## src/hw/rtl/mh_pkg.sv

```systemverilog
// ----------------------------------------------------------------------------
// mh_pkg
// Shared constants, types and helper functions for the MurmurHash64A stream
// hash core: mix constant, queue sizing, item classification and states.
// ----------------------------------------------------------------------------
package mh_pkg;

  // mix multiplier and xor-shift distance
  localparam logic [63:0] MIX_MUL    = 64'hc6a4a7935bd1e995;
  localparam logic [31:0] MIX_MUL_LO = MIX_MUL[31:0];
  localparam logic [31:0] MIX_MUL_HI = MIX_MUL[63:32];
  localparam int          MIX_SHIFT  = 47;

  // decoupling queue between front and back
  localparam int QUEUE_DEPTH = 2;
  localparam int QPTR_W      = (QUEUE_DEPTH > 1) ? $clog2(QUEUE_DEPTH) : 1;
  localparam int QCNT_W      = $clog2(QUEUE_DEPTH + 1);

  // what the back end does with an item
  typedef enum logic [1:0] {
    OP_FULL,   // full 8-byte word mix
    OP_TAIL,   // 1..7 byte tail xor and one multiply
    OP_FIN     // last word with no bytes, finalize only
  } op_t;

  typedef struct packed {
    logic [63:0] word;
    logic [2:0]  tail_bytes;
    op_t         kind;
    logic        first;
    logic        last;
    logic [31:0] seed;
    logic [31:0] len;
  } item_t;

  typedef struct packed {
    logic  valid;
    item_t item;
  } push_t;

  typedef enum logic [2:0] {
    BS_IDLE,
    BS_DISP,
    BS_LEN,
    BS_KEY1,
    BS_KEY2,
    BS_HASH,
    BS_FIN,
    BS_EMIT
  } back_state_t;

  typedef enum logic [1:0] {
    MP_IDLE,
    MP_LO,
    MP_CROSS_A,
    MP_CROSS_B
  } mul_phase_t;

  function automatic logic [63:0] xs47(input logic [63:0] x);
    return x ^ (x >> MIX_SHIFT);
  endfunction

  // keep the low n bytes of a word
  function automatic logic [63:0] tail_mask(input logic [2:0] n);
    logic [63:0] m;
    for (int i = 0; i < 8; i++) begin
      m[8*i +: 8] = (3'(i) < n) ? 8'hff : 8'h00;
    end
    return m;
  endfunction

endpackage

```

## src/hw/rtl/mh_stream_if.sv

```systemverilog
// ----------------------------------------------------------------------------
// mh_stream_if
// Valid/ready channels of the hash core: message words in, hash values out.
// ----------------------------------------------------------------------------
interface mh_msg_if;
  logic        valid;
  logic        ready;
  logic [63:0] data_word;
  logic [3:0]  byte_count;
  logic        last;
  logic [31:0] seed;
  logic [31:0] total_length;

  modport source (output valid, data_word, byte_count, last, seed, total_length,
                  input ready);
  modport sink (input valid, data_word, byte_count, last, seed, total_length,
                output ready);
endinterface

interface mh_hash_if;
  logic        valid;
  logic        ready;
  logic [31:0] hash_value;

  modport source (output valid, hash_value, input ready);
  modport sink (input valid, hash_value, output ready);
endinterface

```

## src/hw/rtl/mh_front.sv

```systemverilog
// ----------------------------------------------------------------------------
// mh_front
// Accepts message words, tracks message boundaries and classifies each word
// into a full mix, a tail or a finalize-only step for the back end.
// ----------------------------------------------------------------------------
module mh_front
  import mh_pkg::*;
(
  input  logic        clk,
  input  logic        rst,
  mh_msg_if.sink      msg,
  input  logic        q_full,
  output push_t       push
);

  logic in_message;
  logic accept;

  assign msg.ready = !q_full;
  assign accept    = msg.valid && msg.ready;

  // classify the word
  always_comb begin
    push.valid           = accept;
    push.item.word       = msg.data_word;
    push.item.tail_bytes = msg.byte_count[2:0];
    push.item.first      = !in_message;
    push.item.last       = msg.last;
    push.item.seed       = msg.seed;
    push.item.len        = msg.total_length;
    if (!msg.last || msg.byte_count[3]) begin
      push.item.kind = OP_FULL;
    end else if (msg.byte_count[2:0] != 3'd0) begin
      push.item.kind = OP_TAIL;
    end else begin
      push.item.kind = OP_FIN;
    end
  end

  // message boundary tracking
  always_ff @(posedge clk) begin
    if (rst) begin
      in_message <= 1'b0;
    end else if (accept) begin
      in_message <= !msg.last;
    end
  end

endmodule

```

## src/hw/rtl/mh_queue.sv

```systemverilog
// ----------------------------------------------------------------------------
// mh_queue
// Short first-in first-out queue of classified items between front and back.
// ----------------------------------------------------------------------------
module mh_queue
  import mh_pkg::*;
(
  input  logic  clk,
  input  logic  rst,
  input  push_t push,
  input  logic  pop,
  output logic  full,
  output logic  empty,
  output item_t head
);

  item_t              slots [QUEUE_DEPTH];
  logic [QPTR_W-1:0]  wr_ptr;
  logic [QPTR_W-1:0]  rd_ptr;
  logic [QCNT_W-1:0]  count;
  logic               do_push;
  logic               do_pop;

  assign full    = (count == QCNT_W'(QUEUE_DEPTH));
  assign empty   = (count == '0);
  assign do_push = push.valid && !full;
  assign do_pop  = pop && !empty;
  assign head    = slots[rd_ptr];

  // storage
  always_ff @(posedge clk) begin
    if (do_push) begin
      slots[wr_ptr] <= push.item;
    end
  end

  // pointers and fill count
  always_ff @(posedge clk) begin
    if (rst) begin
      wr_ptr <= '0;
      rd_ptr <= '0;
      count  <= '0;
    end else begin
      if (do_push) begin
        wr_ptr <= (wr_ptr == QPTR_W'(QUEUE_DEPTH - 1)) ? '0 : wr_ptr + 1'b1;
      end
      if (do_pop) begin
        rd_ptr <= (rd_ptr == QPTR_W'(QUEUE_DEPTH - 1)) ? '0 : rd_ptr + 1'b1;
      end
      if (do_push && !do_pop) begin
        count <= count + 1'b1;
      end else if (do_pop && !do_push) begin
        count <= count - 1'b1;
      end
    end
  end

endmodule

```

## src/hw/rtl/mh_mul64.sv

```systemverilog
// ----------------------------------------------------------------------------
// mh_mul64
// Low 64 bits of a times the mix multiplier, built from three 32x32 partial
// products on one shared multiplier, one partial product per cycle.
// ----------------------------------------------------------------------------
module mh_mul64
  import mh_pkg::*;
(
  input  logic        clk,
  input  logic        rst,
  input  logic        start,
  input  logic [63:0] a,
  output logic        done,
  output logic [63:0] result
);

  mul_phase_t  phase;
  mul_phase_t  phase_next;
  logic [63:0] a_reg;
  logic [63:0] acc;
  logic [31:0] op_x;
  logic [31:0] op_y;
  logic [63:0] prod;
  logic [63:0] addend;

  assign result = acc;

  // phase sequencing
  always_comb begin
    phase_next = phase;
    unique case (phase)
      MP_IDLE:    phase_next = MP_IDLE;
      MP_LO:      phase_next = MP_CROSS_A;
      MP_CROSS_A: phase_next = MP_CROSS_B;
      MP_CROSS_B: phase_next = MP_IDLE;
      default:    phase_next = MP_IDLE;
    endcase
    if (start) begin
      phase_next = MP_LO;
    end
  end

  // operand selection per phase
  always_comb begin
    op_x = a_reg[31:0];
    op_y = MIX_MUL_LO;
    unique case (phase)
      MP_IDLE:    begin op_x = a_reg[31:0];  op_y = MIX_MUL_LO; end
      MP_LO:      begin op_x = a_reg[31:0];  op_y = MIX_MUL_LO; end
      MP_CROSS_A: begin op_x = a_reg[31:0];  op_y = MIX_MUL_HI; end
      MP_CROSS_B: begin op_x = a_reg[63:32]; op_y = MIX_MUL_LO; end
      default:    begin op_x = a_reg[31:0];  op_y = MIX_MUL_LO; end
    endcase
  end

  assign prod   = 64'(op_x) * 64'(op_y);
  assign addend = (phase == MP_LO) ? prod : {prod[31:0], 32'd0};

  always_ff @(posedge clk) begin
    if (rst) begin
      phase <= MP_IDLE;
      done  <= 1'b0;
    end else begin
      phase <= phase_next;
      done  <= (phase == MP_CROSS_B) && !start;
    end
  end

  // operand capture and accumulation
  always_ff @(posedge clk) begin
    if (start) begin
      a_reg <= a;
    end
    if (phase == MP_LO) begin
      acc <= addend;
    end else if (phase != MP_IDLE) begin
      acc <= acc + addend;
    end
  end

endmodule

```

## src/hw/rtl/mh_back.sv

```systemverilog
// ----------------------------------------------------------------------------
// mh_back
// Sequencer that runs each queued item through the shared 64-bit multiply:
// seed load, key mix, hash update, tail, finalize, and the result register.
// ----------------------------------------------------------------------------
module mh_back
  import mh_pkg::*;
(
  input  logic      clk,
  input  logic      rst,
  input  logic      q_empty,
  input  item_t     q_head,
  output logic      pop,
  mh_hash_if.source res
);

  back_state_t state;
  back_state_t state_next;
  back_state_t disp_state;
  item_t       cur;
  logic [63:0] h;
  logic [31:0] fin;
  logic        out_valid;
  logic [31:0] out_hash;
  logic [63:0] h_src;
  logic [63:0] disp_a;
  logic        mul_start;
  logic [63:0] mul_a;
  logic        mul_done;
  logic [63:0] mul_res;
  logic        can_emit;

  mh_mul64 u_mul (
    .clk    (clk),
    .rst    (rst),
    .start  (mul_start),
    .a      (mul_a),
    .done   (mul_done),
    .result (mul_res)
  );

  assign res.valid      = out_valid;
  assign res.hash_value = out_hash;
  assign can_emit       = !out_valid || res.ready;

  // hash entering the word step, freshly seeded on a message's first word
  assign h_src = (state == BS_LEN) ? ({32'd0, cur.seed} ^ mul_res) : h;

  // first multiply of the word step
  always_comb begin
    disp_a     = cur.word;
    disp_state = BS_KEY1;
    case (cur.kind)
      OP_FULL: begin
        disp_a     = cur.word;
        disp_state = BS_KEY1;
      end
      OP_TAIL: begin
        disp_a     = h_src ^ (cur.word & tail_mask(cur.tail_bytes));
        disp_state = BS_HASH;
      end
      default: begin
        disp_a     = xs47(h_src);
        disp_state = BS_FIN;
      end
    endcase
  end

  // next state
  always_comb begin
    state_next = state;
    unique case (state)
      BS_IDLE: if (!q_empty) state_next = BS_DISP;
      BS_DISP: state_next = cur.first ? BS_LEN : disp_state;
      BS_LEN:  if (mul_done) state_next = disp_state;
      BS_KEY1: if (mul_done) state_next = BS_KEY2;
      BS_KEY2: if (mul_done) state_next = BS_HASH;
      BS_HASH: if (mul_done) state_next = cur.last ? BS_FIN : BS_IDLE;
      BS_FIN:  if (mul_done) state_next = BS_EMIT;
      BS_EMIT: if (can_emit) state_next = BS_IDLE;
      default: state_next = BS_IDLE;
    endcase
  end

  // outputs: queue pop and multiply launches
  always_comb begin
    pop       = 1'b0;
    mul_start = 1'b0;
    mul_a     = disp_a;
    unique case (state)
      BS_IDLE: pop = !q_empty;
      BS_DISP: begin
        mul_start = 1'b1;
        mul_a     = cur.first ? {32'd0, cur.len} : disp_a;
      end
      BS_LEN: begin
        mul_start = mul_done;
        mul_a     = disp_a;
      end
      BS_KEY1: begin
        mul_start = mul_done;
        mul_a     = xs47(mul_res);
      end
      BS_KEY2: begin
        mul_start = mul_done;
        mul_a     = h ^ mul_res;
      end
      BS_HASH: begin
        mul_start = mul_done && cur.last;
        mul_a     = xs47(mul_res);
      end
      BS_FIN:  mul_start = 1'b0;
      BS_EMIT: mul_start = 1'b0;
      default: mul_start = 1'b0;
    endcase
  end

  always_ff @(posedge clk) begin
    if (rst) begin
      state <= BS_IDLE;
    end else begin
      state <= state_next;
    end
  end

  // current item, running hash and finalized value
  always_ff @(posedge clk) begin
    if (pop) begin
      cur <= q_head;
    end
    if (state == BS_LEN && mul_done) begin
      h <= h_src;
    end else if (state == BS_HASH && mul_done) begin
      h <= mul_res;
    end
    if (state == BS_FIN && mul_done) begin
      fin <= 32'(xs47(mul_res));
    end
  end

  // result register
  always_ff @(posedge clk) begin
    if (rst) begin
      out_valid <= 1'b0;
    end else if (state == BS_EMIT && can_emit) begin
      out_valid <= 1'b1;
    end else if (res.ready) begin
      out_valid <= 1'b0;
    end
  end

  always_ff @(posedge clk) begin
    if (state == BS_EMIT && can_emit) begin
      out_hash <= fin;
    end
  end

endmodule

```

## src/hw/rtl/murmur64a_stream_hash_core.sv

```systemverilog
// ----------------------------------------------------------------------------
// murmur64a_stream_hash_core
// MurmurHash64A over little-endian 64-bit message words.
//
// msg carries one word per item with byte_count and last; seed and
// total_length are taken from the first word of each message. res carries
// the low 32 bits of the finalized hash, one item per message.
// A front stage classifies words into a two-entry queue; the back end runs
// them through one 32x32 multiplier, three partial products per 64-bit
// multiply. Multiplies per word in the back end:
//   full word: key, key after xor-shift, hash update; tail word: hash update
//   after the tail xor; zero-byte last word: none of these;
//   plus the length multiply on the first word of a message (seed load),
//   plus the finalize multiply and result hand-off on the last word.
// The hash-chain multiply sets the rate; the result is registered from EMIT.
// Reset (rst, synchronous) empties the queue and result register and makes
// the next word the first of a message. While res is stalled the finished
// hash waits in its register, and the queue and the back end keep working
// on the next message until its own result is ready.
// ----------------------------------------------------------------------------
module murmur64a_stream_hash_core
  import mh_pkg::*;
(
  input  logic      clk,
  input  logic      rst,
  mh_msg_if.sink    msg,
  mh_hash_if.source res
);

  push_t push;
  item_t q_head;
  logic  q_full;
  logic  q_empty;
  logic  pop;

  mh_front u_front (
    .clk    (clk),
    .rst    (rst),
    .msg    (msg),
    .q_full (q_full),
    .push   (push)
  );

  mh_queue u_queue (
    .clk   (clk),
    .rst   (rst),
    .push  (push),
    .pop   (pop),
    .full  (q_full),
    .empty (q_empty),
    .head  (q_head)
  );

  mh_back u_back (
    .clk     (clk),
    .rst     (rst),
    .q_empty (q_empty),
    .q_head  (q_head),
    .pop     (pop),
    .res     (res)
  );

endmodule

```

## src/flat_wrapper.sv

```systemverilog
// flat-port wrapper written by rule: the top's interface ports become plain ports
module murmur64a_stream_hash_core_flat import mh_pkg::*;
  (clk, rst, msg_valid, msg_data_word, msg_byte_count, msg_last, msg_seed, msg_total_length, msg_ready, res_valid, res_hash_value, res_ready);
  mh_msg_if msg_i ();
  mh_hash_if res_i ();
  input  logic clk;
  input  logic rst;
  input wire logic [$bits(msg_i.valid)-1:0] msg_valid;
  input wire logic [$bits(msg_i.data_word)-1:0] msg_data_word;
  input wire logic [$bits(msg_i.byte_count)-1:0] msg_byte_count;
  input wire logic [$bits(msg_i.last)-1:0] msg_last;
  input wire logic [$bits(msg_i.seed)-1:0] msg_seed;
  input wire logic [$bits(msg_i.total_length)-1:0] msg_total_length;
  output wire logic [$bits(msg_i.ready)-1:0] msg_ready;
  output wire logic [$bits(res_i.valid)-1:0] res_valid;
  output wire logic [$bits(res_i.hash_value)-1:0] res_hash_value;
  input wire logic [$bits(res_i.ready)-1:0] res_ready;
  assign msg_i.valid = msg_valid;
  assign msg_i.data_word = msg_data_word;
  assign msg_i.byte_count = msg_byte_count;
  assign msg_i.last = msg_last;
  assign msg_i.seed = msg_seed;
  assign msg_i.total_length = msg_total_length;
  assign msg_ready = msg_i.ready;
  assign res_valid = res_i.valid;
  assign res_hash_value = res_i.hash_value;
  assign res_i.ready = res_ready;
  murmur64a_stream_hash_core u_core (.clk(clk), .rst(rst), .msg(msg_i), .res(res_i));
endmodule
```

## config.mk

```make
export PLATFORM = sky130hd
export DESIGN_NAME = murmur64a_stream_hash_core_flat
export DESIGN_NICKNAME = d
export VERILOG_FILES = /design/src/hw/rtl/mh_pkg.sv /design/src/hw/rtl/mh_stream_if.sv /design/src/hw/rtl/mh_front.sv /design/src/hw/rtl/mh_queue.sv /design/src/hw/rtl/mh_mul64.sv /design/src/hw/rtl/mh_back.sv /design/src/hw/rtl/murmur64a_stream_hash_core.sv /design/src/flat_wrapper.sv
export SDC_FILE = /design/constraint.sdc
export NUM_CORES = 2
export LEC_CHECK = 0
export ABC_AREA = 1
export BUFFER_PORTS_ARGS = -buffer_cell sky130_fd_sc_hd__buf_4
export CORE_MARGIN = 1
export CORE_UTILIZATION = 35
export DETAILED_ROUTE_END_ITERATION = 10
export PLACE_DENSITY_LB_ADDON = 0.12
export SLEW_MARGIN = 20
export SYNTH_ARGS = -nofsm -noshare
export SYNTH_HDL_FRONTEND = slang
export SYNTH_SLANG_ARGS = --single-unit
```

## constraint.sdc

```tcl
create_clock -name clk -period 29.3 [get_ports clk]
set_input_delay 2.93 -clock clk [delete_from_list [all_inputs] [get_ports clk]]
set_output_delay 2.93 -clock clk [all_outputs]
set_load 0.01 [all_outputs]
```

=== Word level (Yosys, flattened, before mapping) ===
Memory sizes are Yosys's and may differ from the RTL's. A register that Yosys moved wholly into a read port is not among the register bits.
Cells that the tools add are included.
W data, S select, Z words.

* Register bits after elaboration: 268
* Memory bits (writable): 270
* Output and inout port bits: 34
* Logic and storage cells: 136
* Memories: 1

* $add $sub $neg: 5
* $mul: 1
* Order comparisons: 8
* Equal/unequal tests: 19
* Multiplexer cells: 44
* Bitwise logic cells: 6
* Reductions and logical operators: 38

{| class="wikitable"
|+ Memories
! name !! depth !! width !! rd ports !! clocked after memory_dff !! wr ports !! RTL line !! text
|-
| u_core.u_queue.slots || 2 || 135 || 1 || 1 || 1 || mh_queue.sv:17 || <nowiki>item_t slots [QUEUE_DEPTH];</nowiki>
|}

{| class="wikitable"
|+ Operators with widths
! cell !! number
|-
| $mux W64 || 7
|-
| $pmux W64 S3 || 1
|-
| $pmux W32 S2 || 2
|-
| $pmux W64 S2 || 1
|-
| $xor A64 B17 Y64 || 2
|-
| $xor A64 B64 Y64 || 2
|-
| $add A64 B64 Y64 || 1
|-
| $and A64 B64 Y64 || 1
|-
| $mul A32 B32 Y64 || 1
|-
| $mux W8 || 8
|-
| $xor A32 B64 Y64 || 1
|-
| $mux W3 || 9
|-
| $pmux W3 S8 || 1
|-
| $eq A3 B3 Y1 const B || 4
|-
| $lt A3 B3 Y1 const A || 4
|-
| $logic_and A1 B1 Y1 || 11
|-
| $ne A2 B1 Y1 const B || 5
|-
| $reduce_bool A2 Y1 || 5
|-
| $reduce_or A3 Y1 || 3
|-
| $logic_not A1 Y1 || 8
|-
| $mux W1 || 8
|-
| $mux W2 || 4
|-
| $reduce_and A7 Y1 || 1
|-
| $eq A2 B2 Y1 const B || 3
|-
| 17 further kinds || 28
|}

=== Longest topological paths before layout ===
* Depth after elaboration: 8
* Gate-level depth with buffers: 57

=== Modules after synthesis ===
Synthesis repeated with hierarchy kept, for this count alone.

* Cell total of the unflattened synthesis: 6837
* Area, all modules: 62389.8 um^2

{| class="wikitable"
|+ By module, submodules not included
! module !! times used !! cells an instance !! area each (um^2)
|-
| mh_mul64 || 1 || 4400 || 36109.6
|-
| mh_back || 1 || 1830 || 15015.7
|-
| mh_queue || 1 || 457 || 10177.3
|-
| mh_front || 1 || 150 || 1087.3
|}

=== Worst setup path before layout ===
No wires, ideal clock.

* Kind: reg2reg
* Start: register u_core.u_back.u_mul.phase[0]
* End: register u_core.u_back.u_mul.acc[63], in the netlist u_core.u_back.u_mul.result[63], data pin
* Library setup time: 0.253 ns
* Arrival: 9.111 ns
* Required time: 29.047 ns
* Path slack: 19.936 ns
* Stages on the path, launching flop included: 43
* Period minus slack after synthesis: 9.364 ns
* Cells stage by stage: dfxtp_1 -> ha_1 -> buf_6 -> buf_6 -> buf_2 -> o21ai_0 -> inv_1 -> nor2_1 -> inv_1 -> fa_1 -> fa_1 -> fa_1 -> fa_1 -> inv_1 -> fa_1 -> fa_1 -> fa_1 -> inv_1 -> [... 7 more ...] -> a21oi_1 -> inv_1 -> nand2_1 -> nand3_1 -> nand2_1 -> inv_1 -> ha_1 -> inv_1 -> o21bai_1 -> a21oi_1 -> and2_1 -> nand2_1 -> a21oi_1 -> nand2_1 -> nand2_1 -> nand3_1 -> nor2_1 -> nor2_1

* Word-level cells in the longest chain between the ends: 8

{| class="wikitable"
|+ RTL lines
! item !! RTL line !! text
|-
| start: declaration || mh_mul64.sv:17 || <nowiki>mul_phase_t phase;</nowiki>
|-
| start signal: assignment || mh_mul64.sv:64 || <nowiki>phase <= phase_next;</nowiki>
|-
| $eq A2 B2 Y1, or another cell as far along || mh_mul64.sv:47 || <nowiki>unique case (phase)</nowiki>
|-
| $reduce_or A3 Y1 (no source line) || -- ||
|-
| $pmux W32 S2 || mh_mul64.sv:47 ||
|-
| $mul A32 B32 Y64 || mh_mul64.sv:56 || <nowiki>assign prod = 64'(op_x) * 64'(op_y);</nowiki>
|-
| $mux W64 || mh_mul64.sv:57 || <nowiki>assign addend = (phase == MP_LO) ? prod : {prod[31:0], 32'd0};</nowiki>
|-
| $add A64 B64 Y64 || mh_mul64.sv:77 || <nowiki>acc <= acc + addend;</nowiki>
|-
| $mux W64 || mh_mul64.sv:76 || <nowiki>end else if (phase != MP_IDLE) begin</nowiki>
|-
| $mux W64 (*) || mh_mul64.sv:74 || <nowiki>if (phase == MP_LO) begin</nowiki>
|-
| end signal: assignment || mh_mul64.sv:75 || <nowiki>acc <= addend;</nowiki>
|-
| end signal: assignment || mh_mul64.sv:77 ||
|-
| end: declaration || mh_mul64.sv:20 || <nowiki>logic [63:0] acc;</nowiki>
|}

Mark *: on every way between the ends. The rest lies on a longest branch, timed or not. The select of a mux whose other input is x is not followed.
A chain may end at the register's enable or synchronous reset.

=== Worst setup path after layout ===
* Start: register u_core.u_back.u_mul.phase[1]
* End: register u_core.u_back.u_mul.acc[46], in the netlist u_core.u_back.u_mul.result[46], data pin

Same word-level chain as after synthesis.

==> flow_metrics.env <==
export IMPL_grt_pass1_wl_mm=317.4
export IMPL_slowest_stage="fa_1"
export IMPL_post_drt_wl_per_cell_um=24.92
export IMPL_layout_setup_ws_ps=17240
export IMPL_area_growth_pct=10.68
export IMPL_ys_types=67
export IMPL_gp_congestion=1.016
export IMPL_crit_top_cell="fa_1"
export IMPL_largest_reg_flops=270
export IMPL_yosysWarnings=0
export IMPL_core_area_um2=167800
export IMPL_run_status="completed"
export IMPL_synth_seq_cells=673
export IMPL_layout_nets=7746
export IMPL_slew_viol_final=0
export IMPL_async_reset_ff_frac=0
export IMPL_worst_ep_arrival_time_ps=12470
export IMPL_synthFlopType="edfxtp_1"
export IMPL_initialDrtViolationCount=3286
export IMPL_grt_max_degree=138
export IMPL_synth_commonest_cells="inv_1 (1262), nand2_1 (1207), edfxtp_1 (661)"
export IMPL_rows=150
export IMPL_start_kind="register"
export IMPL_synth_largest_area_cell="edfxtp_1"
export IMPL_relSlewSlack=0.2705
export IMPL_finalHoldViolations=0
export IMPL_hold_path_class="reg2reg"
export IMPL_io_pins=171
export IMPL_setup_violations=0
export IMPL_antenna_left=0
export IMPL_synth_top_family_by_area="adder cells"
export IMPL_syn_inst=6379
export IMPL_die_w_um=413.8
export IMPL_start_util=0.3538
export IMPL_path_max_fanout=45
export IMPL_dieArea_um2=171200
export IMPL_drc=0
export IMPL_clk_latency_ps=660
export IMPL_r2r_setup_slack_ps=17240
export IMPL_clkTransAtPathRegs_ps=70
export IMPL_endpoint_kind="register"
export IMPL_synth_top_area_frac=0.3344
export IMPL_crit_type="reg2reg"
export IMPL_die_h_um=413.8
export IMPL_netlist_area_um2=59350
export IMPL_synth_compound_area_share=0.08664
export IMPL_post_cts_buffers=0
export IMPL_synth_xor_area_share=0.02228
export IMPL_grt_overflow=0
export IMPL_reg_top3="u_core.u_queue.slots (270), u_core.u_back.cur (135)"
export IMPL_synthAdderAreaFrac=0.3083
export IMPL_rsz0062_at_grt="no"
export IMPL_fin_cells=8784
export IMPL_h_tree_depth=3
export IMPL_hpwl_mm=179.9
export IMPL_clock_path_buffers=3
export IMPL_ctsHoldBuffers=0
export IMPL_cts_buffers=72
export IMPL_portBuffers=170
export IMPL_vias_per_cell=5.077
export IMPL_largest_register="u_core.u_queue.slots"
export IMPL_synth_most_common_cell="inv_1"
export IMPL_cts_resized_gates=0
export IMPL_skew_ps=21.99
export IMPL_dp_slack_ps=17310
export IMPL_vias=44597
export IMPL_totalWireLength_mm=218.9
export IMPL_synthSimpleGateAreaFrac=0.1489
export IMPL_final_layout_size_suffix_gt1_frac=0.07923
export IMPL_max_stage_delay_ps=780
export IMPL_fin_crit_sh=0.4116
export IMPL_fmax_mhz=82.91
export IMPL_synth_edf_count=661
export IMPL_ys_top_cells_by_area="edfxtp_1 (33%), fa_1 (21%), ha_1 (9.9%)"
export IMPL_fin_crit_ps=12060
export IMPL_place_inst=8649
export IMPL_antenna_found_initial=13
export IMPL_synth_mux_area_frac=0.001180
export IMPL_first_global_vias=45481
export IMPL_seq_area_frac_synth=0.3385
export IMPL_postSynthAreaPerCell_um2=9.305
export IMPL_drt_pass1_iter_count=6
export IMPL_cts_sinks=673
export IMPL_track_usage=0.2577
export IMPL_setup_tns_ps=0
export IMPL_cap_violations=0
export IMPL_clockRootBuffer="clkbuf_16"
export IMPL_cts_tree="yes"
export IMPL_max_slew_worst_pin_slew_ps=1090
export IMPL_cp_required_ps=29710
## cell usage in the layout (no fill, tap or decap), types with 20 or more instances in the layout
cell / instances
fa_1: 621
o221ai_1: 35
edfxtp_1: 661
nand2_2: 30
nand3_1: 184
or2_2: 36
nand4_1: 45
xor2_1: 76
nand2_1: 1206
inv_1: 1259
clkbuf_16: 74
o21ai_1: 48
o21bai_1: 46
buf_4: 235
o2111ai_1: 29
nor2_1: 525
o21ai_0: 297
o211ai_1: 20
nor3_1: 29
a21oi_1: 271
xnor2_1: 75
ha_1: 467
## critical path: cells and delay by family (launching register included)
| family | cells | cell delay (ps) |
|---|---|---|
| AOI/OAI and AO/OA | 12 | 3260 |
| adders and majority gates | 11 | 4840 |
| buffers and inverters | 8 | 1640 |
| DFF | 1 | 380 |
| and+or+nand+nor | 9 | 1580 |
## cell type report
cell class | count | area [µm²]
Timing Repair Buffer | 237 | 1804
Sequential cell | 673 | 20090
Clock inverter | 44 | 513.0
Fill cell | 17008 | 102100
Tap cell | 2204 | 2758
Multi-Input combinational cell | 4251 | 33760
Antenna cell | 4 | 10.01
Inverter | 1284 | 4832
Clock buffer | 87 | 1921
## path summary, 6_finish.rpt
path,startpoint,endpoint,cells after the start
setup / recovery,u_core.u_back.u_mul.phase[1],u_core.u_back.u_mul.result[46],40
hold / removal,u_core.u_back.fin[2],u_core.u_back.res.hash_value[2],0
setup reg to reg,u_core.u_back.u_mul.phase[1],u_core.u_back.u_mul.result[46],40
hold reg to reg,u_core.u_back.fin[2],u_core.u_back.res.hash_value[2],0
## per-stage QoR
step             util  instance area (µm²)  hold slack [ps]
3_3_place_gp   0.3770                63250            405.7
2_1_floorplan       -                59360            400.3
3_5_place_dp   0.3770                63250            404.5
4_1_cts        0.3915                65690            417.6
5_1_grt        0.3915                65690            426.3
6_report       0.3915                65700            414.9
## logic make-up after synthesis
group / after synthesis
DFF: 673
xor gates and xnor gates: 151
AOI/OAI and AO/OA: 873
muxes: 7
adders and majority gates: 1090
buffers and inverters: 1456
and+or+nand+nor: 2127
other: 2
## metal layers
metal / wire length [µm] / share of wire / GRT usage
met5: 46 / 0.00021 / 0
met4: 9297 / 0.042 / 0.1026
met3: 10040 / 0.046 / 0.02617
met2: 105100 / 0.48 / 0.4303
met1: 94330 / 0.43 / 0.3421
Power is left out: the tool's default activity adds up to more than one toggle a clock period on the data nets, which glitch-free logic cannot reach.
